<file path="src/rtl/core/lcc_pkg.sv">
// ----------------------------------------------------------------------------
// LCD line capture controller package
// Shared constants, request structs and the grey level table.
// ----------------------------------------------------------------------------
package lcc_pkg;

  localparam int STORE_ADDR_BITS = 18;
  localparam int STORE_DEPTH     = 1 << STORE_ADDR_BITS;
  localparam int MAX_LINE        = 4096;

  localparam logic [12:0] MAX_LINE_V     = 13'(MAX_LINE);
  localparam logic [10:0] HSTART_MAX     = 11'd2047;
  localparam logic [11:0] VSTART_TOP     = 12'd512;
  localparam logic [1:0]  MODE_HALF      = 2'b01;
  localparam logic [13:0] LINE_COUNT_MAX = '1;

  localparam logic [4:0] SEL_CTRL_L = 5'd12;
  localparam logic [4:0] SEL_CTRL_M = 5'd13;
  localparam logic [4:0] SEL_CTRL_H = 5'd14;
  localparam logic [4:0] SEL_RESET  = 5'd15;

  localparam logic [7:0] RD_RESET_REG = 8'd4;
  localparam logic [7:0] RD_UNMAPPED  = 8'hff;

  typedef enum logic [2:0] {
    OP_REG_WR   = 3'd0,
    OP_REG_RD   = 3'd1,
    OP_VSYNC    = 3'd2,
    OP_PIXEL    = 3'd3,
    OP_EOL      = 3'd4,
    OP_FRAME_RD = 3'd5
  } op_e;

  typedef struct packed {
    logic                       en;
    logic [STORE_ADDR_BITS-1:0] addr;
    logic [7:0]                 data;
  } store_wr_t;

  typedef struct packed {
    logic       en;
    logic [3:0] idx;
    logic [3:0] data;
  } pal_wr_t;

  function automatic logic [7:0] grey_level(input logic [3:0] idx);
    logic [7:0] g;
    case (idx)
      4'd0:    g = 8'h00;
      4'd1:    g = 8'h1c;
      4'd2:    g = 8'h33;
      4'd3:    g = 8'h44;
      4'd4:    g = 8'h55;
      4'd5:    g = 8'h66;
      4'd6:    g = 8'h71;
      4'd7:    g = 8'h80;
      4'd8:    g = 8'hff;
      4'd9:    g = 8'he3;
      4'd10:   g = 8'hcc;
      4'd11:   g = 8'hbb;
      4'd12:   g = 8'haa;
      4'd13:   g = 8'h99;
      4'd14:   g = 8'h8e;
      default: g = 8'h80;
    endcase
    return g;
  endfunction

endpackage

</file>
<file path="src/rtl/core/lcc_palette.sv">
// ----------------------------------------------------------------------------
// LCD line capture controller palette
// Sixteen grey index entries, held twice so both nibbles look up together.
// ----------------------------------------------------------------------------
module lcc_palette (
  input  logic             clk_i,
  input  logic             rst_ni,
  input  lcc_pkg::pal_wr_t wr_i,
  input  logic             rd_en_i,
  input  logic [7:0]       byte_i,
  output logic [7:0]       grey_even_o,
  output logic [7:0]       grey_odd_o
);
  import lcc_pkg::*;

  logic [3:0]  mem_even [16];
  logic [3:0]  mem_odd  [16];
  logic [15:0] vld_q;
  logic [15:0] vld_d;
  logic [3:0]  even_q;
  logic [3:0]  odd_q;
  logic        even_vld_q;
  logic        odd_vld_q;

  always_comb begin
    vld_d = vld_q;
    if (wr_i.en) begin
      vld_d[wr_i.idx] = 1'b1;
    end
  end

  always_ff @(posedge clk_i or negedge rst_ni) begin
    if (!rst_ni) begin
      vld_q <= '0;
    end else begin
      vld_q <= vld_d;
    end
  end

  always_ff @(posedge clk_i) begin
    if (wr_i.en) begin
      mem_even[wr_i.idx] <= wr_i.data;
      mem_odd[wr_i.idx]  <= wr_i.data;
    end
    if (rd_en_i) begin
      even_q     <= mem_even[byte_i[3:0]];
      odd_q      <= mem_odd[byte_i[7:4]];
      even_vld_q <= vld_q[byte_i[3:0]];
      odd_vld_q  <= vld_q[byte_i[7:4]];
    end
  end

  assign grey_even_o = grey_level(even_vld_q ? even_q : 4'h0);
  assign grey_odd_o  = grey_level(odd_vld_q ? odd_q : 4'h0);

endmodule

</file>
<file path="config.mk">
export PLATFORM = sky130hd
export DESIGN_NAME = lcc_palette
export DESIGN_NICKNAME = d
export VERILOG_FILES = /design/src/rtl/core/lcc_pkg.sv /design/src/rtl/core/lcc_palette.sv
export SDC_FILE = /design/constraint.sdc
export NUM_CORES = 1
export LEC_CHECK = 0
export BUFFER_PORTS_ARGS = -buffer_cell sky130_fd_sc_hd__buf_2
export CAP_MARGIN = 30
export CORE_ASPECT_RATIO = 0.8
export CORE_MARGIN = 2
export CORE_UTILIZATION = 54
export DETAILED_ROUTE_END_ITERATION = 10
export PLACE_DENSITY = 0.76
export SYNTH_ARGS = -nofsm -noshare
export SYNTH_HDL_FRONTEND = slang
export SYNTH_SLANG_ARGS = --single-unit
</file>
<file path="constraint.sdc">
create_clock -name clk_i -period 1.6 [get_ports clk_i]
set_input_delay 0.24 -clock clk_i [delete_from_list [all_inputs] [get_ports clk_i]]
set_output_delay 0.24 -clock clk_i [all_outputs]
set_load 0.01 [all_outputs]
</file>
==> Word level (Yosys, flattened, before mapping) <==
Memory sizes are Yosys's and may differ from the RTL's. A register that Yosys moved wholly into a read port is not among the register bits.
Index checks and enable logic that the tools add are counted.
{ "op_classes": {"bitwise": 1, "n_mux": 10, "n_reduce_logical": 1, "n_lt_le_gt_ge": 4} }
{ "ops": {"columns": ["op", "count"], "rows": [
  ["OR 16 bit", 1],
  ["less-than comparator 4 x 5 -> 1 bit, second input constant", 3],
  ["binary-select mux 1 bit (select 4 bit)", 2],
  ["two-way mux 4 bit", 2],
  ["two-way mux 1 bit", 5],
  ["demux 1 bit (select 4 bit)", 1],
  [">= comparator 4 x 1 -> 1 bit, second input constant", 1],
  ["logical AND 1 bit", 1]
]} }
{ "word_totals": {"register_bits": 18, "romBits": 256, "ram_bits": 128, "input_bits": 20, "wordCells": 23, "mem_count": 4} }
{ "memory_table": {"columns": ["name", "depth", "width", "rd", "rd_clocked_by_memory_dff", "wr", "line", "source"], "rows": [
  ["(no name shown)", 16, 8, 1, 0, 0, "lcc_pkg.sv:48", "case (idx)"],
  ["(no name shown)", 16, 8, 1, 0, 0, "lcc_pkg.sv:48", null],
  ["mem_even", 16, 4, 1, 1, 1, "lcc_palette.sv:16", "logic [3:0] mem_even [16];"],
  ["mem_odd", 16, 4, 1, 1, 1, "lcc_palette.sv:17", "logic [3:0] mem_odd [16];"]
]} }

==> Logic depth before layout (Yosys ltp) <==
{ "logic_depth": {"ltp_word": 5, "ltp_mapped": 7, "ltp_nobuf": 6} }

==> Worst setup path before layout <==
No wires, ideal clock.
{ "synth_path": {"path_kind": "reg-to-output", "startpoint": "register odd_vld_q", "endpoint": "output port grey_odd_o[4]", "path_stages_with_launch": 8, "arrival_ps": 1636, "slack_ps": -276, "n_path_buf": 1, "path_cell_list": "edfxtp_1 clkbuf_1 and2_1 inv_1 ha_1 nand2_1 a32o_1 a2bb2oi_1"} }
{ "synth_between": {"elab_chain_cells": 2} }
{ "synth_rtl": {"columns": ["item", "line", "source"], "rows": [
  ["from (decl)", "lcc_palette.sv:23", "logic odd_vld_q;"],
  ["from (signal assigned)", "lcc_palette.sv:49", "odd_vld_q <= vld_q[byte_i[7:4]];"],
  ["two-way mux 4 bit", "lcc_palette.sv:54", "assign grey_odd_o = grey_level(odd_vld_q ? odd_q : 4'h0);"],
  ["memory (16 x 8 bit)", null, null],
  ["to (decl)", "lcc_palette.sv:12", "output logic [7:0] grey_odd_o"]
]} }
No other way between the ends.

==> Worst setup path after layout <==
{ "layout_path": {"startpoint": "register even_vld_q", "endpoint": "output port grey_even_o[5]"} }
{ "layout_between": {"elab_chain_cells": 2} }
{ "layout_rtl": {"columns": ["item", "line", "source"], "rows": [
  ["from (decl)", "lcc_palette.sv:22", "logic even_vld_q;"],
  ["from (signal assigned)", "lcc_palette.sv:48", "even_vld_q <= vld_q[byte_i[3:0]];"],
  ["two-way mux 4 bit", "lcc_palette.sv:53", "assign grey_even_o = grey_level(even_vld_q ? even_q : 4'h0);"],
  ["memory (16 x 8 bit)", null, null],
  ["to (decl)", "lcc_palette.sv:11", "output logic [7:0] grey_even_o,"]
]} }
No other way between the ends.

==> qor.yml <==
status:
  outcome: "finished with violations"
  violations: "negative setup slack"
power:
  netSwitchingPower_mw: 1.54
  power.density_nw_per_um2: 953
  p_seq_frac: 0.495
  pwr-share-clk: 0.287
  switching_share: 0.275
  power_leakage_nw: 2.13
  ir_worst_vdd_mv: 0.804
  combPwrFrac: 0.218
  p_int_mw: 4.07
  design_power_total_mw: 5.61
yosys:
  yosys_register_bits: 90
  synth_seq_area_share: 0.558
  ys_warn_count: 0
  syn-num-nets: 348
  synth_edf_count: 74
  synth_top_flop_cell: "edfxtp_1"
  synth.distinct_cells: 38
  netlist_area_um2: 4700
  async_flop_share: 0.178
  syn_area_per_cell_um2: 14.9
  syn-instance-count: 316
timing:
  fin_crit_sh: 1.31
  period_minus_slack_ps: 2100
  fin_skew_ps: 10.1
  drv_slew: 0
  grt_setup_unrepaired: "yes"
  setup_violations: 16
  fmax_ghz: 0.477
  relSlewSlack: 0.701
  worst_pin_slew_ps: 447
  setup_ws_ps: -497
  hold_viol_final: 0
cells_and_area:
  utilization: 0.694
  n_antenna_cell: 0
  nFillCells: 574
  fin_nets: 432
  drive_above_1_share: 0.509
  area_growth_pct: 25.4
route:
  vias_per_cell: 6.17
  vias: 3189
  drt_drc_violations_left: 0
  wl_um: 10800
  wl_per_cell_um: 20.8
  drtAntennaViolNets: 0
  first_pass_iters: 4
  drt_iter0_drc: 426
clock_network:
  cts_buffers: 9
  clockBufferDepth: 2
  clk_pin_slew_ps: 100
  cts_root_buf: "clkbuf_8"
  cts_sinks: 90
  cts_tree: "done"
  insertion_delay_ps: 360
  h-tree-depth: 3
run:
  drv_cap: 0
worst_setup_path:
  cp-start-kind: "flip-flop"
  worst-path-buf-inv: 1
  crit_family: "flip-flops"
  crit_path_cell_trace: "and2_4 > ha_4 > and3_4 > a221oi_2 > a31oi_1 > buf_2"
  slowest_stage: "edfxtp_1"
  endpoint_kind: "output pin"
  r2r_slack_ps: 100
  worstPathMaxFanout: 5
  critical_path_arrival_ps: 1860
  max_stage_delay_ps: 430
  cp_data_required_time_ps: 1360
  path_class: "reg2out"
die:
  coreArea_um2: 8480
  start_util: 0.554
  dieHeight_um: 87.4
  io_pins: 36
  die_x_um: 108
  die_area_um2: 9460
  row_count: 30
global_route:
  grt.overflow.total: 0
  grt_util_all_layers: 0.242
  grt_max_degree: 18
  grt_pass1_vias: 3194
  antenna_found_initial: 0
  grt_pass1_wl_um: 16900
placed_design:
  dp_hpwl_um: 7800
  place_congestion: 0.833
  io_buffers: 35
min_path:
  min-delay-path-class: "in2reg"
==> kinds of logic (layout without fill, tap and decap cells) <==
| logic type | after synthesis | in the layout | share of synthesized area |
|---|---|---|---|
| AND/OR/NAND/NOR | 101 | 101 | 0.110 |
| flip-flops | 90 | 90 | 0.558 |
| multiplexers | 48 | 48 | 0.210 |
| AO/OA/AOI/OAI | 38 | 38 | 0.0597 |
| buffers and inverters | 24 | 113 | 0.0250 |
| adder cells (fa/ha/maj) | 12 | 12 | 0.0320 |
| XOR/XNOR | 3 | 3 | 0.00560 |
==> layer usage <==
metal / up-vias / share of wire / global-route usage
li1: 1415 / - / -
met1: 1624 / 0.43 / 0.348
met2: 133 / 0.49 / 0.394
met3: 17 / 0.066 / 0.0381
met4: 0 / 0.016 / 0.0641
met5: - / 0 / 0
==> state kept, by name, indices dropped and copies added (netlist names) <==
name        count
odd_vld_q       1
mem_odd        44
odd_q           4
even_vld_q      1
mem_even       20
even_q          4
vld_q          16
==> cells in the final DEF, fill, tap and decap left out, drive strengths merged, types with 4 or more instances in the layout <==
master	count
buf	87
nor2	18
nor3	4
nand3	21
mux4	40
a31oi	4
a21oi	6
mux2i	5
dfrtp	16
clkbuf	9
nor2b	9
inv	13
edfxtp	74
a32o	5
or2	18
a22oi	10
nand2	19
ha	12
==> area by class of cell <==
cell class                      instances  area (um2)  share of cell area
Clock buffer                            9         124              0.0210
Clock inverter                          7        82.6              0.0140
Inverter                                9        43.8             0.00744
Multi-Input combinational cell        202        2210               0.375
Sequential cell                        90        2620               0.445
Tap cell                              112         140              0.0238
Timing Repair Buffer                   88         668               0.113
==> worst paths after layout <==
check / end / cells past startpoint / start
hold / removal: even_q[0] / 1 / rd_en_i
max in group asynchronous: vld_q[2] / 2 / rst_ni
min in group asynchronous: vld_q[0] / 2 / rst_ni
hold reg to reg: vld_q[3] / 1 / vld_q[3]
setup / recovery: grey_even_o[5] / 6 / even_vld_q
setup reg to reg: odd_q[2] / 3 / mem_odd[6][2]
==> through the flow <==
step                      setup WS [ps]  std cells  hold WS [ps]  area [um2]  TNS [ps]
after floorplan                    -103        316         -55.6        4780      -313
after global placement            -77.3        491           176        5380      -487
after detailed placement          -90.7        491           188        5380      -670
after CTS                          -479        515           242        5810     -6030
after global routing               -582        517           244        5890     -7610
final                              -497        517           249        5890     -6170
==> what timing repair did <==
action                                 4_1_cts  5_1_grt
setup buffers                                7        2
pin swaps                                   16        6
hold buffers                                 1        0
resized for setup                           42       10
setup endpoints to repair                   16       16
endpoints found under the hold margin       16        0
==> synthesized netlist by cell type (6+ instances only) <==
cell type,n,share of area
nand3_1,21,0.022
nor2_1,18,0.014
a21oi_1,6,0.0064
dfrtp_1,16,0.085
ha_1,12,0.032
or2_2,18,0.024
clkbuf_1,7,0.0056
mux4_2,40,0.19
nand2_1,19,0.015
inv_1,9,0.0072
edfxtp_1,74,0.47
nor2b_1,9,0.012
a22oi_1,10,0.016
==> worst register-to-register path, delay by kind of cell, from the launching register on <==
family / cells / cell delay [ps]
mux: 1 / 490
flops: 1 / 410
compound gates: 1 / 240
simple gates: 1 / 100
==> power by group through the flow <==
stage	Combinational (mW)	Sequential, mW	Clock [mW]
after floorplan	0.691	2.79	0
after global routing	1.32	2.79	1.72
after CTS	1.17	2.77	1.61
final	1.22	2.78	1.61
after detailed placement	1.07	2.82	0
after global placement	1.04	2.82	0
Note: power is estimated with default switching activity, not from simulation.
