--- config.mk ---
export PLATFORM = sky130hd
export DESIGN_NAME = lcc_ctrl
export DESIGN_NICKNAME = d
export VERILOG_FILES = /design/src/rtl/core/lcc_pkg.sv /design/src/rtl/core/lcc_ctrl.sv
export SDC_FILE = /design/constraint.sdc
export NUM_CORES = 1
export LEC_CHECK = 0
export ABC_CLOCK_PERIOD_IN_PS = 11900
export BUFFER_PORTS_ARGS = -buffer_cell sky130_fd_sc_hd__buf_2
export CAP_MARGIN = 40
export CORE_ASPECT_RATIO = 0.9
export CORE_MARGIN = 2
export CORE_UTILIZATION = 55
export DETAILED_ROUTE_END_ITERATION = 8
export PLACE_DENSITY_LB_ADDON = 0.1
export SYNTH_ARGS = -nofsm -noshare
export SYNTH_HDL_FRONTEND = slang
export SYNTH_SLANG_ARGS = --single-unit
--- constraint.sdc ---
create_clock -name clk_i -period 11.9 [get_ports clk_i]
set_clock_uncertainty 0.1 [all_clocks]
set_input_delay 2.38 -clock clk_i [delete_from_list [all_inputs] [get_ports clk_i]]
set_output_delay 2.38 -clock clk_i [all_outputs]
set_load 0.03 [all_outputs]
--- src/rtl/core/lcc_pkg.sv ---
// ----------------------------------------------------------------------------
// LCD line capture controller package
// Shared constants, request structs and the grey level table.
// ----------------------------------------------------------------------------
package lcc_pkg;

  localparam int STORE_ADDR_BITS = 18;
  localparam int STORE_DEPTH     = 1 << STORE_ADDR_BITS;
  localparam int MAX_LINE        = 4096;

  localparam logic [12:0] MAX_LINE_V     = 13'(MAX_LINE);
  localparam logic [10:0] HSTART_MAX     = 11'd2047;
  localparam logic [11:0] VSTART_TOP     = 12'd512;
  localparam logic [1:0]  MODE_HALF      = 2'b01;
  localparam logic [13:0] LINE_COUNT_MAX = '1;

  localparam logic [4:0] SEL_CTRL_L = 5'd12;
  localparam logic [4:0] SEL_CTRL_M = 5'd13;
  localparam logic [4:0] SEL_CTRL_H = 5'd14;
  localparam logic [4:0] SEL_RESET  = 5'd15;

  localparam logic [7:0] RD_RESET_REG = 8'd4;
  localparam logic [7:0] RD_UNMAPPED  = 8'hff;

  typedef enum logic [2:0] {
    OP_REG_WR   = 3'd0,
    OP_REG_RD   = 3'd1,
    OP_VSYNC    = 3'd2,
    OP_PIXEL    = 3'd3,
    OP_EOL      = 3'd4,
    OP_FRAME_RD = 3'd5
  } op_e;

  typedef struct packed {
    logic                       en;
    logic [STORE_ADDR_BITS-1:0] addr;
    logic [7:0]                 data;
  } store_wr_t;

  typedef struct packed {
    logic       en;
    logic [3:0] idx;
    logic [3:0] data;
  } pal_wr_t;

  function automatic logic [7:0] grey_level(input logic [3:0] idx);
    logic [7:0] g;
    case (idx)
      4'd0:    g = 8'h00;
      4'd1:    g = 8'h1c;
      4'd2:    g = 8'h33;
      4'd3:    g = 8'h44;
      4'd4:    g = 8'h55;
      4'd5:    g = 8'h66;
      4'd6:    g = 8'h71;
      4'd7:    g = 8'h80;
      4'd8:    g = 8'hff;
      4'd9:    g = 8'he3;
      4'd10:   g = 8'hcc;
      4'd11:   g = 8'hbb;
      4'd12:   g = 8'haa;
      4'd13:   g = 8'h99;
      4'd14:   g = 8'h8e;
      default: g = 8'h80;
    endcase
    return g;
  endfunction

endpackage

--- src/rtl/core/lcc_ctrl.sv ---
// ----------------------------------------------------------------------------
// LCD line capture controller sequencer
// Timing registers, vertical tracking and the capture window for each request.
// ----------------------------------------------------------------------------
module lcc_ctrl (
  input  logic                clk_i,
  input  logic                rst_ni,
  input  logic                accept_i,
  input  logic [2:0]          opcode_i,
  input  logic [6:0]          reg_addr_i,
  input  logic [7:0]          write_data_i,
  input  logic [11:0]         pixel_pos_i,
  input  logic [3:0]          pixel_value_i,
  input  logic [12:0]         line_pixels_i,
  output lcc_pkg::store_wr_t  store_wr_o,
  output lcc_pkg::pal_wr_t    pal_wr_o,
  output logic [7:0]          read_data_o,
  output logic                frame_ready_o
);
  import lcc_pkg::*;

  typedef enum logic [2:0] {
    REG_VSTART,
    REG_VLINES,
    REG_HSTART,
    REG_HLEN,
    REG_CTRL
  } reg_e;

  typedef struct packed {
    reg_e       id;
    logic [1:0] nib;
  } reg_sel_t;

  function automatic reg_sel_t reg_decode(input logic [3:0] a);
    reg_sel_t r;
    unique case (a)
      4'd0:    r = '{id: REG_VSTART, nib: 2'd0};
      4'd1:    r = '{id: REG_VSTART, nib: 2'd1};
      4'd2:    r = '{id: REG_VSTART, nib: 2'd2};
      4'd3:    r = '{id: REG_VLINES, nib: 2'd0};
      4'd4:    r = '{id: REG_VLINES, nib: 2'd1};
      4'd5:    r = '{id: REG_VLINES, nib: 2'd2};
      4'd6:    r = '{id: REG_HSTART, nib: 2'd0};
      4'd7:    r = '{id: REG_HSTART, nib: 2'd1};
      4'd8:    r = '{id: REG_HSTART, nib: 2'd2};
      4'd9:    r = '{id: REG_HLEN,   nib: 2'd0};
      4'd10:   r = '{id: REG_HLEN,   nib: 2'd1};
      4'd11:   r = '{id: REG_HLEN,   nib: 2'd2};
      4'd12:   r = '{id: REG_CTRL,   nib: 2'd0};
      4'd13:   r = '{id: REG_CTRL,   nib: 2'd1};
      default: r = '{id: REG_CTRL,   nib: 2'd2};
    endcase
    return r;
  endfunction

  function automatic logic [11:0] set_nib(input logic [11:0] r, input logic [1:0] n,
                                          input logic [3:0] v);
    logic [11:0] o;
    o = r;
    case (n)
      2'd0:    o[3:0]  = v;
      2'd1:    o[7:4]  = v;
      default: o[11:8] = v;
    endcase
    return o;
  endfunction

  logic [11:0] vstart_q, vstart_d, vlines_q, vlines_d, hstart_q, hstart_d;
  logic [11:0] hlen_q, hlen_d, ctl_q, ctl_d;
  logic [9:0]  lts_q, lts_d;
  logic        skip_q, skip_d;
  logic [12:0] panel_q, panel_d;
  logic [13:0] lc_q, lc_d;
  logic [3:0]  held_q, held_d;
  logic        held_vld_q, held_vld_d;
  logic [STORE_ADDR_BITS-1:0] wp_q, wp_d;

  logic        half;
  logic [10:0] hs, off_full, off;
  logic [14:0] lim;
  logic [12:0] npix, cnt_min, cnt, pos13, off13, rel;
  logic        in_win;
  logic [13:0] pl2;
  logic        active;
  reg_sel_t    dec;

  assign half     = (ctl_q[6:5] == MODE_HALF);
  assign hs       = (hstart_q > {1'b0, HSTART_MAX}) ? HSTART_MAX : hstart_q[10:0];
  assign off_full = HSTART_MAX - hs;
  assign off      = half ? {1'b0, off_full[10:1]} : off_full;
  assign lim      = half ? {1'b0, hlen_q, 2'b00} : {hlen_q, 3'b000};
  assign npix     = (line_pixels_i > MAX_LINE_V) ? MAX_LINE_V : line_pixels_i;
  assign cnt_min  = ({2'b00, npix} < lim) ? npix : lim[12:0];
  assign cnt      = (cnt_min + 13'd1) & ~13'd1;
  assign pos13    = {1'b0, pixel_pos_i};
  assign off13    = {2'b00, off};
  assign rel      = pos13 - off13;
  assign in_win   = (pos13 < MAX_LINE_V) && (pos13 >= off13) && (rel < cnt);
  assign pl2      = {panel_q, 1'b0};
  assign active   = !skip_q && (lts_q == '0) && (lc_q < pl2);
  assign dec      = reg_decode(reg_addr_i[5:2]);

  always_comb begin
    vstart_d      = vstart_q;
    vlines_d      = vlines_q;
    hstart_d      = hstart_q;
    hlen_d        = hlen_q;
    ctl_d         = ctl_q;
    lts_d         = lts_q;
    skip_d        = skip_q;
    panel_d       = panel_q;
    lc_d          = lc_q;
    held_d        = held_q;
    held_vld_d    = held_vld_q;
    wp_d          = wp_q;
    store_wr_o    = '0;
    pal_wr_o      = '0;
    read_data_o   = '0;
    frame_ready_o = 1'b0;
    if (accept_i) begin
      unique case (op_e'(opcode_i))
        OP_REG_WR: begin
          if (!reg_addr_i[6] && (reg_addr_i[5:2] != 4'hf)) begin
            unique case (dec.id)
              REG_VSTART: vstart_d = set_nib(vstart_q, dec.nib, write_data_i[3:0]);
              REG_VLINES: vlines_d = set_nib(vlines_q, dec.nib, write_data_i[3:0]);
              REG_HSTART: hstart_d = set_nib(hstart_q, dec.nib, write_data_i[3:0]);
              REG_HLEN:   hlen_d   = set_nib(hlen_q, dec.nib, write_data_i[3:0]);
              default:    ctl_d    = set_nib(ctl_q, dec.nib, write_data_i[3:0]);
            endcase
          end
          if (reg_addr_i[6]) begin
            pal_wr_o.en   = 1'b1;
            pal_wr_o.idx  = reg_addr_i[5:2];
            pal_wr_o.data = write_data_i[3:0];
          end
        end
        OP_REG_RD: begin
          unique case (reg_addr_i[6:2])
            SEL_CTRL_L: read_data_o = {4'h0, ctl_q[3:0]};
            SEL_CTRL_M: read_data_o = {4'h0, ctl_q[7:4]};
            SEL_CTRL_H: read_data_o = {4'h0, ctl_q[11:8]};
            SEL_RESET:  read_data_o = RD_RESET_REG;
            default:    read_data_o = RD_UNMAPPED;
          endcase
        end
        OP_VSYNC: begin
          wp_d       = '0;
          lc_d       = '0;
          held_vld_d = 1'b0;
          held_d     = '0;
          panel_d    = {1'b0, vlines_q} + 13'd3;
          if (vstart_q > VSTART_TOP) begin
            skip_d = 1'b1;
            lts_d  = '0;
          end else begin
            skip_d = 1'b0;
            lts_d  = 10'(VSTART_TOP - vstart_q);
          end
        end
        OP_PIXEL: begin
          if (active && in_win) begin
            if (half) begin
              store_wr_o.en   = 1'b1;
              store_wr_o.addr = wp_q;
              store_wr_o.data = {pixel_value_i, pixel_value_i};
              wp_d            = wp_q + 1'b1;
            end else if (!rel[0]) begin
              held_d     = pixel_value_i;
              held_vld_d = 1'b1;
            end else begin
              store_wr_o.en   = 1'b1;
              store_wr_o.addr = wp_q;
              store_wr_o.data = {pixel_value_i, held_vld_q ? held_q : 4'h0};
              wp_d            = wp_q + 1'b1;
              held_vld_d      = 1'b0;
            end
          end
        end
        OP_EOL: begin
          if (!skip_q) begin
            if (lts_q != '0) begin
              lts_d      = lts_q - 1'b1;
              held_vld_d = 1'b0;
            end else begin
              if (held_vld_q && active) begin
                store_wr_o.en   = 1'b1;
                store_wr_o.addr = wp_q;
                store_wr_o.data = {4'h0, held_q};
                wp_d            = wp_q + 1'b1;
              end
              held_vld_d = 1'b0;
              held_d     = '0;
              if (lc_q != LINE_COUNT_MAX) begin
                lc_d = lc_q + 1'b1;
              end
              frame_ready_o = (lc_d == {1'b0, panel_q}) || (lc_d == pl2);
            end
          end
        end
        default: ;
      endcase
    end
  end

  always_ff @(posedge clk_i or negedge rst_ni) begin
    if (!rst_ni) begin
      vstart_q   <= '0;
      vlines_q   <= '0;
      hstart_q   <= '0;
      hlen_q     <= '0;
      ctl_q      <= '0;
      lts_q      <= '0;
      skip_q     <= 1'b0;
      panel_q    <= '0;
      lc_q       <= '0;
      held_q     <= '0;
      held_vld_q <= 1'b0;
      wp_q       <= '0;
    end else begin
      vstart_q   <= vstart_d;
      vlines_q   <= vlines_d;
      hstart_q   <= hstart_d;
      hlen_q     <= hlen_d;
      ctl_q      <= ctl_d;
      lts_q      <= lts_d;
      skip_q     <= skip_d;
      panel_q    <= panel_d;
      lc_q       <= lc_d;
      held_q     <= held_d;
      held_vld_q <= held_vld_d;
      wp_q       <= wp_d;
    end
  end

endmodule

After elaboration in Yosys (flattened, before gate mapping)

Memory sizes are Yosys's and may differ from the RTL's.
Index checks and enable logic that the tools add are counted.

Register bits: 121
ROM bits: 80
Input port bits: 50
Output and inout bits: 45
Logic and storage cells: 161
Memories kept: 1

Add/sub/neg operators: 8
Magnitude comparators: 8
Eq/ne operators: 25
Mux-type cells: 55
Bitwise operators: 2
Reduce and logical (&&, ||, !) cells: 40

Memory list:

| name            | words | width | rd ports | clocked after memory_dff | write ports | line           | text |
|---|---|---|---|---|---|---|---|
| (no name shown) | 16    | 5     | 1        | 0                        | 0           | lcc_ctrl.sv:37 | `unique case (a)` |

Operators with widths:

| cell                  | count |
|---|---|
| $mux 27               | 7 |
| $mux 18               | 6 |
| $mux 14               | 7 |
| $reduce_and 5->1      | 16 |
| $pmux 18 s3           | 1 |
| $pmux 27 s2           | 1 |
| $pmux 8 s4            | 1 |
| $mux 10               | 3 |
| $pmux 14 s2           | 1 |
| $mux 9                | 3 |
| $mux 13               | 2 |
| $mux 4                | 6 |
| $mux 11               | 2 |
| $eq 5x4->1 const B    | 4 |
| $pmux 10 s2           | 1 |
| $add 18x1->18 const B | 1 |
| $mux 8                | 2 |
| $lt 13x15->1          | 1 |
| $mux 15               | 1 |
| $add 14x1->14 const B | 1 |
| $eq 14x13->1          | 1 |
| $eq 14x14->1          | 1 |
| $lt 14x14->1          | 1 |
| $ne 14x14->1 const B  | 1 |
| 37 further kinds      | 67 |

Depth between registers and ports, before layout

Gate-level depths: netlist (run 1).

Depth in word-level cells: 12
Gate-level depth with buffers: 28
Depth with buffers taken out: 24

Worst setup path after synthesis (run 1)

No wires, ideal clock.

Path kind: input -> output
Start point: input port line_pixels_i[12]
End point: output port store_wr_o[0] (netlist bit)
Data arrival time: 8241 ps
Required time: 9420 ps
Path slack: 1179 ps
Stages on the path: 25
Path buffers: 2
Cell sequence: clkbuf_1 -> nor2b_1 -> ha_1 -> a211o_1 -> o211ai_1 -> a21oi_1 -> o31ai_1 -> clkbuf_1 -> nor2b_1 -> and2_1 -> ha_1 -> nand4_1 -> or3_1 -> or3_1 -> nor2_1 -> a41o_1 -> xnor2_1 -> ha_1 -> and2_1 -> a221oi_1 -> o21ai_0 -> a221oi_1 -> o21ai_2 -> o41a_1 -> o32ai_1

RTL lines:

| what        | line           | text |
|---|---|---|
| from (decl) | lcc_ctrl.sv:14 | `input logic [12:0] line_pixels_i,` |
| to (decl)   | lcc_ctrl.sv:15 | `output lcc_pkg::store_wr_t store_wr_o,` |

==> flow_metrics.py, run 1 <==
metrics = {
    "outcome": {
        "status": "complete, no violations",
    },
    "run": {
        "maxCapViolCount": 0,
    },
    "routing": {
        "initialDrtViolationCount": 607,
        "wirelength_um": 24500,
        "viasPerCell": 6.03,
        "drc": 0,
        "first_pass_iters": 5,
        "drtAntennaViolNets": 0,
        "wire_per_inst_um": 17.3,
        "vias": 8531,
    },
    "placement": {
        "gp_congestion": 0.902,
        "placed_area_mm2": 0.0103,
        "dp_hpwl_um": 17700,
        "port_buffers": 88,
        "place_ws_ns": 1.06,
    },
    "global_route": {
        "grt_pass1_wl_um": 40900,
        "grt_overflow_total": 0,
        "antenna_found_initial": 0,
        "grt_max_degree": 51,
        "grtUsageTotal": 0.274,
        "grt_pass1_vias": 8120,
    },
    "power_and_ir_drop": {
        "peakVddDrop_uv": 123,
        "power_density_mw_per_mm2": 118,
        "p_leak_nw": 5.11,
    },
    "yosys": {
        "synth_warnings": 0,
        "synthCells": 1102,
        "ys_seq_area_frac": 0.313,
        "syn_area_per_cell_um2": 8.77,
        "ys_types": 80,
        "synth_flop_cell": "dfrtp_1",
        "ys_seq_elements": 121,
        "syn_area_mm2": 0.00967,
        "synth_edf_count": 0,
        "ys_async_sr_fraction": 1.00,
        "synth_nets": 1207,
    },
    "final_layout": {
        "finalInstanceArea_mm2": 0.0109,
        "n_antenna_cell": 0,
        "synthToLayoutAreaGrowth_pct": 12.6,
        "fillers": 1473,
        "final_core_util": 0.638,
        "nNetsFinal": 1271,
        "drive_above_1_share": 0.186,
    },
    "floorplan": {
        "start_util": 0.567,
        "rows": 45,
        "die_h_um": 130,
        "die_x_um": 144,
        "fp.coreArea_mm2": 0.0171,
        "die_area_mm2": 0.0187,
        "ioPinCount": 95,
    },
    "sta": {
        "rsz0062_at_grt": "false",
        "tightest_slew_ns": 0.783,
        "whs_ns": 0.383,
        "slew_headroom": 0.478,
        "finalCritPeriodShare": 0.916,
        "setup_ws_ns": 1.00,
        "hold_viol": 0,
        "fmax_ghz": 0.0918,
        "slew_violations": 0,
        "setup_tns_ns": 0,
        "min_period_ns": 10.90,
        "finalSetupViolCount": 0,
    },
    "clock_network": {
        "clk_latency_ns": 0.41,
        "hold_buffers": 0,
        "cts_resized": 0,
        "clk_pin_slew_ns": 0.06,
        "clock_path_buffers": 2,
        "ctsHtreeMaxLevel": 4,
        "cts_tree": "built",
        "cts_root_buf": "clkbuf_16",
        "cts_setup_buffers": 0,
        "cts.sinks": 121,
        "numCtsBuffers": 17,
    },
    "worst_setup_path": {
        "criticalPathCategory": "primary input to output port",
        "endpoint_kind": "output port",
        "cp-start-kind": "primary input",
        "r2r_start": "ctl_q[6]",
        "critPathArrivalTime_ns": 8.42,
        "path_max_fanout": 23,
        "critPathRequiredTime_ns": 9.42,
        "cp-startpoint": "line_pixels_i[12]",
    },
    "min_path": {
        "hp-start": "panel_q[12]",
        "hold_path_class": "flop to flop",
    },
}
[per-stage QoR]
stage | std cells | power [mW]
3_3_place_gp | 1376 | 0.767
4_1_cts | 1413 | 1.30
3_5_place_dp | 1381 | 0.774
6_report | 1414 | 1.29
2_1_floorplan | 1102 | 0.686
5_1_grt | 1414 | 1.36
[critical path, cell delays in order]
cell and delay (ns):
buf_2 0.18, nor2b_1 0.27, ha_1 0.30, a21o_1 0.18, a21oi_1 0.16, a211oi_1 0.13
o31ai_4 0.25, nor2b_1 0.18, and2_1 0.14, ha_1 0.32, nand4_1 0.14, or3_1 0.33
or3_1 0.33, nor2_1 0.17, a41o_1 0.15, xnor2_1 0.14, ha_1 0.27, and2_1 0.18
a221oi_1 0.25, o21ai_0 0.15, a221oi_1 0.30, buf_4 0.20, o21ai_2 0.05, buf_4 0.24
or4_1 0.58, o32ai_1 0.17, buf_2 0.25
[final timing paths]
check | endpoint | cells past startpoint | slack [ns]
min in group asynchronous | ctl_q[5] | 1 | 1.90
max in group asynchronous | wp_q[13] | 3 | 8.62
min | panel_q[12] | 2 | 0.38
max reg2reg | wp_q[0] | 27 | 4.85
max | store_wr_o[3] | 27 | 1.00
min reg2reg | panel_q[12] | 2 | 0.38
[registers in the layout, indices dropped and copies added (netlist names), 12 cells and up]
name	cells
vlines_q	12
hstart_q	12
panel_q	13
hlen_q	12
wp_q	18
lc_q	14
vstart_q	12
ctl_q	12
[cells in the final DEF (no fill, tap or decap), types with 7 or more instances in the layout]
master and instances:
a31oi_1 15, nor2_1 60, mux2_2 62, and2_1 37, inv_1 50, or3_1 17
and3_1 33, nor2b_1 14, and4_1 9, nand3_1 32, xnor2_1 41, xor2_1 18
nand3b_1 14, buf_2 88, mux2i_1 25, buf_4 13, a211oi_1 14, a211o_1 7
nand2_1 117, nor3_1 18, o21ai_0 61, nand4_1 17, nand2b_1 25, clkbuf_16 17
ha_1 54, a21oi_1 53, dfrtp_1 121, a21o_1 17, o211ai_1 8
[synthesized netlist by cell type, types with 3 or more instances]
master     count  area (um2)
ha_1          54         676
a32o_1         5        50.1
o21ai_0       61         305
and2_1        37         231
a21o_1        17         128
o2111ai_1      4        35.0
nor4_1         6        37.5
nand2_1      117         439
buf_4          7        52.6
buf_1          4        15.0
nand4_1       17         106
a2111o_1       5        56.3
nor3_1        18        90.1
a31oi_1       15        93.8
o211ai_1       8        60.1
and4_1         9        78.8
mux2i_1       25         250
mux2_2        62         698
inv_1         50         188
or4_1          4        30.0
xnor2_1       41         359
nand2b_1      25         156
a211o_1        7        61.3
and3_1        33         206
nor2b_1       14        87.6
or3_1         17         106
o31ai_1        7        52.6
a21oi_1       53         265
buf_2          7        35.0
a222oi_1       4        40.0
o32a_1         4        40.0
a221oi_1       5        43.8
o32ai_1        5        43.8
nand3_1       32         160
clkbuf_1      39         146
nor2_1        60         225
dfrtp_1      121        3030
a211oi_1      14         105
nand3b_1      14         105
o22ai_1        4        25.0
o2bb2ai_1      3        26.3
xor2_1        18         158
a2111oi_2      4        60.1
[per-layer routing]
metal | share of wire | global-route usage | routed length (um) | vias up
met4 | 0.013 | 0.0623 | 330 | 0
met5 | 0 | 0 | 0 | -
met1 | 0.49 | 0.404 | 12100 | 4098
met3 | 0.052 | 0.0484 | 1280 | 28
met2 | 0.44 | 0.421 | 10800 | 238
li1 | - | - | - | 4167
[report_power, final]
part / leakage [nW] / internal, mW / switching (mW) / total, mW
clock network: 0.287 / 0.313 / 0.204 / 0.518
logic: 3.18 / 0.121 / 0.167 / 0.288
registers: 1.64 / 0.445 / 0.0388 / 0.483
[cells by family after synthesis]
kind of cell / after synthesis / synth area share
adders and majority gates: 55 / 0.0720
muxes: 87 / 0.0981
buffers and inverters: 109 / 0.0475
xor gates and xnor gates: 62 / 0.0598
AOI/OAI and AO/OA: 249 / 0.179
and+or+nand+nor: 419 / 0.231
DFF: 121 / 0.313
[layout make-up]
cell class                 count  area [um2]  share of cell area
multi-input combinational    872        6190               0.569
inverter                      50         188              0.0172
clock buffer                  18         429              0.0394
timing repair buffer         104         591              0.0543
tap                          235         294              0.0270
sequential                   121        3030               0.278
clock inverter                14         160              0.0147
No activity file was read; power rests on OpenSTA's default activity.
==> run 2, diff against run 1 <==
--- a/config.mk
+++ b/config.mk
@@ -10,7 +10,7 @@
 export CAP_MARGIN = 40
 export CORE_ASPECT_RATIO = 0.9
 export CORE_MARGIN = 2
-export CORE_UTILIZATION = 55
+export CORE_UTILIZATION = 30
 export DETAILED_ROUTE_END_ITERATION = 8
 export PLACE_DENSITY_LB_ADDON = 0.1
 export SYNTH_ARGS = -nofsm -noshare
==> run 2 against run 1 <==
  * Clock power hardly changed
  * Non-clock buffer count is 1 lower
  * Count of clock-buffer cells in the layout is 2 higher
  * Combinational power hardly changed
  * Total power is 0.32% higher
  * Core utilization is 29 points lower
  * Sequential power hardly changed
  * Setup slack better by 0.090 ns
  * Global-route usage is 11 points lower
  * Critical path depth stayed put
  * Wire length is 11% higher
  * Critical path type unchanged
  * Highest routed layer unchanged
==> flow_metrics.py, run 2 (same netlist as run 1, synthesis figures left out) <==
metrics = {
    "outcome": {
        "status": "complete, no violations",
    },
    "power_and_ir_drop": {
        "power_density_mw_per_mm2": 117,
        "p_leak_nw": 5.10,
        "peakVddDrop_uv": 105,
        "power_mw": 1.29,
    },
    "sta": {
        "hold_viol": 0,
        "setup_ws_ns": 1.09,
        "slew_violations": 0,
        "min_period_ns": 10.81,
        "rsz0062_at_grt": "false",
        "finalSetupViolCount": 0,
        "setup_tns_ns": 0,
        "fmax_ghz": 0.0925,
        "slew_headroom": 0.438,
        "finalCritPeriodShare": 0.908,
        "tightest_slew_ns": 0.843,
    },
    "floorplan": {
        "start_util": 0.304,
        "die_x_um": 193,
        "ioPinCount": 95,
        "fp.coreArea_mm2": 0.0318,
        "die_h_um": 174,
        "die_area_mm2": 0.0337,
        "rows": 62,
    },
    "clock_network": {
        "clk_latency_ns": 0.42,
        "clk_pin_slew_ns": 0.06,
        "ctsHtreeMaxLevel": 4,
        "cts_resized": 0,
        "numCtsBuffers": 17,
        "cts_root_buf": "clkbuf_16",
        "clock_path_buffers": 2,
        "hold_buffers": 0,
        "cts_tree": "built",
        "cts_setup_buffers": 0,
        "cts.sinks": 121,
    },
    "run": {
        "maxCapViolCount": 0,
    },
    "worst_setup_path": {
        "rr_endpoint": "wp_q[0]",
        "endpoint_kind": "output port",
        "r2r_cells": 27,
        "cp_num_buf_inv": 4,
        "crit_family": "simple AND/OR/NAND/NOR gates",
        "crit_path_max_incr_delay_ns": 0.45,
        "endpoint": "store_wr_o[6]",
        "rrSetupSlack_ns": 4.63,
        "cp-startpoint": "line_pixels_i[12]",
        "cp-start-kind": "primary input",
        "critPathArrivalTime_ns": 8.33,
        "r2r_start": "ctl_q[6]",
        "crit_cells": 27,
        "criticalPathCategory": "primary input to output port",
        "critical_path.slowest_cell": "nor3b_1",
        "path_max_fanout": 21,
        "critPathRequiredTime_ns": 9.42,
    },
    "routing": {
        "drtAntennaViolNets": 0,
        "initialDrtViolationCount": 489,
        "viasPerCell": 5.19,
        "vias": 8263,
        "wirelength_um": 27100,
        "wire_per_inst_um": 17.0,
        "first_pass_iters": 5,
        "drc": 0,
    },
    "global_route": {
        "grt_overflow_total": 0,
        "grt_pass1_wl_um": 44400,
        "grtUsageTotal": 0.164,
        "grt_max_degree": 52,
        "grt_pass1_vias": 8113,
        "antenna_found_initial": 0,
    },
    "final_layout": {
        "nNetsFinal": 1270,
        "layout_commonest_cell": "dfrtp_1",
        "instances_no_fill": 1593,
        "reg.largest.list": "wp_q x18, lc_q x14, panel_q x13",
        "drive_above_1_share": 0.184,
        "largest_reg_flops": 18,
        "final_core_util": 0.349,
        "max_flop_register": "wp_q",
        "synthToLayoutAreaGrowth_pct": 14.7,
        "layout_common_cells": "dfrtp_1, nand2_1, buf_2",
        "n_antenna_cell": 0,
    },
    "placement": {
        "dpl.cell_count": 1562,
        "dp_hpwl_um": 20000,
        "port_buffers": 88,
        "gp_congestion": 0.798,
        "place_ws_ns": 1.09,
    },
    "min_path": {
        "hold_path_class": "flop to flop",
    },
}
==> run 2: cell count changes in the layout (fill, tap and decap cells not counted), sizes merged <==
| cell | previous run | this run |
|---|---|---|
| clkdlybuf4s18 | 0 | 1 |
| buf | 103 | 102 |
| clkbuf | 19 | 20 |
| inv | 56 | 51 |
| clkinv | 5 | 7 |
==> run 2: power by group <==
group | switching (mW) | total [mW] | leakage (nW) | internal, mW
clock | 0.200 | 0.518 | 0.286 | 0.318
sequential | 0.0391 | 0.484 | 1.64 | 0.445
combinational | 0.170 | 0.291 | 3.17 | 0.121
total | 0.409 | 1.29 | 5.10 | 0.884
==> run 2: area by class of cell <==
| class | instances | area, um2 |
|---|---|---|
| inverters | 50 | 188 |
| fillers | 3364 | 20700 |
| well taps | 416 | 520 |
| multi-input cells | 872 | 6190 |
| clock buffers | 20 | 457 |
| flip-flops and latches | 121 | 3030 |
| repair buffers | 103 | 582 |
| clock inverters | 11 | 123 |
==> run 2: per-layer routing <==
metal / vias up / part of all wire / routed length [um] / GRT usage
li1: 4147 / - / - / -
met1: 3990 / 0.52 / 14100 / 0.243
met2: 116 / 0.45 / 12100 / 0.251
met3: 10 / 0.028 / 760 / 0.0287
met4: 0 / 0.0052 / 141 / 0.0321
met5: - / 0 / 0 / 0
==> run 2: per-stage QoR <==
stage | area, um2 | hold slack, ns
2_1_floorplan | 9670 | 0.350
3_3_place_gp | 10500 | 0.369
3_5_place_dp | 10500 | 0.382
4_1_cts | 11100 | 0.395
5_1_grt | 11100 | 0.423
6_report | 11100 | 0.390
==> run 2: worst min-delay path by stage <==
stage / cells after the start / startpoint / slack [ns] / to
global route: 1 / held_q[1] / 0.42 / held_q[1]
CTS: 1 / held_q[0] / 0.40 / held_q[0]
floorplan: 2 / panel_q[12] / 0.35 / panel_q[12]
finish: 1 / held_q[1] / 0.39 / held_q[1]
global placement: 2 / panel_q[12] / 0.37 / panel_q[12]
detailed placement: 1 / held_q[0] / 0.38 / held_q[0]
==> run 2: worst reg2reg max path, cell delays in order (launching register included) <==
cell,delay (ns)
dfrtp_1,0.41
nand2b_1,0.58
buf_6,0.25
mux2i_1,0.40
ha_1,0.32
a211o_1,0.25
o211ai_1,0.08
a21oi_1,0.12
o31ai_4,0.27
nor2b_1,0.20
and2_1,0.15
ha_1,0.29
nand4_1,0.16
or3_1,0.35
or3_1,0.34
nor2_1,0.17
a41o_1,0.16
xnor2_1,0.16
ha_1,0.28
and2_1,0.18
a221oi_1,0.26
o21ai_0,0.15
a221oi_1,0.26
buf_4,0.19
o21ai_2,0.07
buf_4,0.25
a211o_1,0.43
mux2_2,0.31
==> run 3, diff against run 2 <==
--- a/config.mk
+++ b/config.mk
@@ -8,6 +8,8 @@
 export ABC_CLOCK_PERIOD_IN_PS = 11900
 export BUFFER_PORTS_ARGS = -buffer_cell sky130_fd_sc_hd__buf_2
 export CAP_MARGIN = 40
+export CELL_PAD_IN_SITES_DETAIL_PLACEMENT = 0
+export CELL_PAD_IN_SITES_GLOBAL_PLACEMENT = 1
 export CORE_ASPECT_RATIO = 0.9
 export CORE_MARGIN = 2
 export CORE_UTILIZATION = 30
==> run 3 against run 2 <==
  * Flip-flop and latch count is the same
  * Critical endpoint unchanged
  * Largest cell class unchanged
  * Global-route usage up 0.82 points
  * Wire length is 5.2% higher
  * First-iteration DRC count decreased by 19%
==> flow_metrics.py, run 3 (same netlist as run 1, synthesis figures left out) <==
metrics = {
    "clock_network": {
        "clk_pin_slew_ns": 0.06,
        "clock_path_buffers": 2,
        "cts_resized": 0,
        "cts_tree": "built",
        "ctsHtreeMaxLevel": 4,
        "cts.sinks": 121,
        "cts_setup_buffers": 0,
        "cts_root_buf": "clkbuf_16",
        "hold_buffers": 0,
        "clk_latency_ns": 0.43,
        "numCtsBuffers": 17,
    },
    "sta": {
        "min_period_ns": 10.75,
        "tightest_slew_ns": 0.841,
        "whs_ns": 0.381,
        "hold_viol": 0,
        "setup_tns_ns": 0,
        "finalSetupViolCount": 0,
        "rsz0062_at_grt": "false",
        "finalCritPeriodShare": 0.904,
        "slew_violations": 0,
        "slew_headroom": 0.439,
        "fmax_ghz": 0.0930,
    },
    "final_layout": {
        "synthToLayoutAreaGrowth_pct": 14.9,
        "drive_above_1_share": 0.185,
        "layout_common_cells": "dfrtp_1, nand2_1, buf_2",
        "largest_reg_flops": 18,
        "n_antenna_cell": 0,
        "layout_commonest_cell": "dfrtp_1",
        "reg.largest.list": "wp_q x18, lc_q x14, panel_q x13",
        "nNetsFinal": 1271,
        "max_flop_register": "wp_q",
    },
    "global_route": {
        "grt_pass1_wl_um": 46500,
        "grt_overflow_total": 0,
        "grt_pass1_vias": 8236,
        "grt_max_degree": 65,
        "antenna_found_initial": 0,
        "grtUsageTotal": 0.173,
    },
    "floorplan": {
        "rows": 62,
        "die_x_um": 193,
        "die_area_mm2": 0.0337,
        "start_util": 0.304,
        "die_h_um": 174,
        "fp.coreArea_mm2": 0.0318,
        "ioPinCount": 95,
    },
    "placement": {
        "gp_congestion": 0.772,
        "dp_hpwl_um": 21200,
        "port_buffers": 88,
    },
    "routing": {
        "wire_per_inst_um": 17.9,
        "drc": 0,
        "drtAntennaViolNets": 0,
        "vias": 8288,
        "first_pass_iters": 5,
        "initialDrtViolationCount": 395,
        "viasPerCell": 5.20,
        "wirelength_um": 28500,
    },
    "worst_setup_path": {
        "endpoint_kind": "output port",
        "path_max_fanout": 21,
        "critPathRequiredTime_ns": 9.42,
        "cp-start-kind": "primary input",
        "cp_num_buf_inv": 4,
        "criticalPathCategory": "primary input to output port",
        "critical_path.slowest_cell": "nor3b_1",
        "crit_family": "simple AND/OR/NAND/NOR gates",
        "crit_path_max_incr_delay_ns": 0.41,
        "critPathArrivalTime_ns": 8.27,
    },
    "power_and_ir_drop": {
        "power_density_mw_per_mm2": 118,
        "peakVddDrop_uv": 98.5,
        "p_leak_nw": 5.11,
    },
    "run": {
        "maxCapViolCount": 0,
    },
    "outcome": {
        "status": "complete, no violations",
    },
    "min_path": {
        "hold_path_class": "flop to flop",
    },
}
==> run 3: changes by cell type in the layout (fill, tap and decap cells not counted) <==
| cell | before | now |
|---|---|---|
| buf_4 | 13 | 15 |
| clkinv_4 | 3 | 1 |
| buf_6 | 1 | 0 |
| bufinv_16 | 2 | 3 |
| clkbuf_8 | 2 | 1 |
| clkdlybuf4s15_2 | 0 | 1 |
| clkdlybuf4s18_2 | 1 | 0 |
| clkinv_2 | 4 | 5 |
| inv_6 | 1 | 2 |
==> run 3: layout make-up <==
class,instances,area [um2]
Timing Repair Buffer,104,587
Clock buffer,19,443
Sequential cell,121,3030
Tap cell,416,520
Clock inverter,12,149
Inverter,50,188
Multi-Input combinational cell,872,6190
Fill cell,3417,20700
==> run 3: per-layer routing <==
layer | up-vias | GRT usage | share of wire
li1 | 4165 | - | -
met5 | - | 0 | 0
met4 | 0 | 0.0359 | 0.0083
met3 | 17 | 0.0262 | 0.025
met1 | 4004 | 0.256 | 0.53
met2 | 102 | 0.264 | 0.44
==> run 3: path summary, 6_finish.rpt <==
check	depth (start not counted)	from	endpoint	slack, ns
setup reg to reg	27	ctl_q[6]	wp_q[0]	4.81
max in group asynchronous	2	rst_ni	vstart_q[10]	8.82
setup / recovery	27	line_pixels_i[12]	store_wr_o[6]	1.15
hold reg to reg	2	panel_q[12]	panel_q[12]	0.38
hold / removal	2	panel_q[12]	panel_q[12]	0.38
min in group asynchronous	1	rst_ni	lc_q[0]	1.74
==> run 3: stage by stage <==
stage                     worst slack (ns)  std cells   util  total power, mW  area, um2
final                                 1.15       1594  0.349             1.31      11100
after global routing                 0.645       1594  0.349             1.40      11100
after CTS                             1.12       1594  0.349             1.34      11100
after detailed placement              1.15       1563  0.331            0.791      10500
after global placement                1.05       1560  0.329            0.789      10500
after floorplan                       1.18       1102      -            0.686       9670
==> run 3: tightest hold or removal path, stage by stage (launching register included) <==
cell,delay (ns)
dfrtp_1,0.34
nand2_1,0.05
o21ai_0,0.06
==> run 3: report_power, final <==
part	internal [mW]	switching, mW	total [mW]
Sequential	0.445	0.0408	0.486
Clock	0.333	0.202	0.535
Combinational	0.121	0.173	0.295
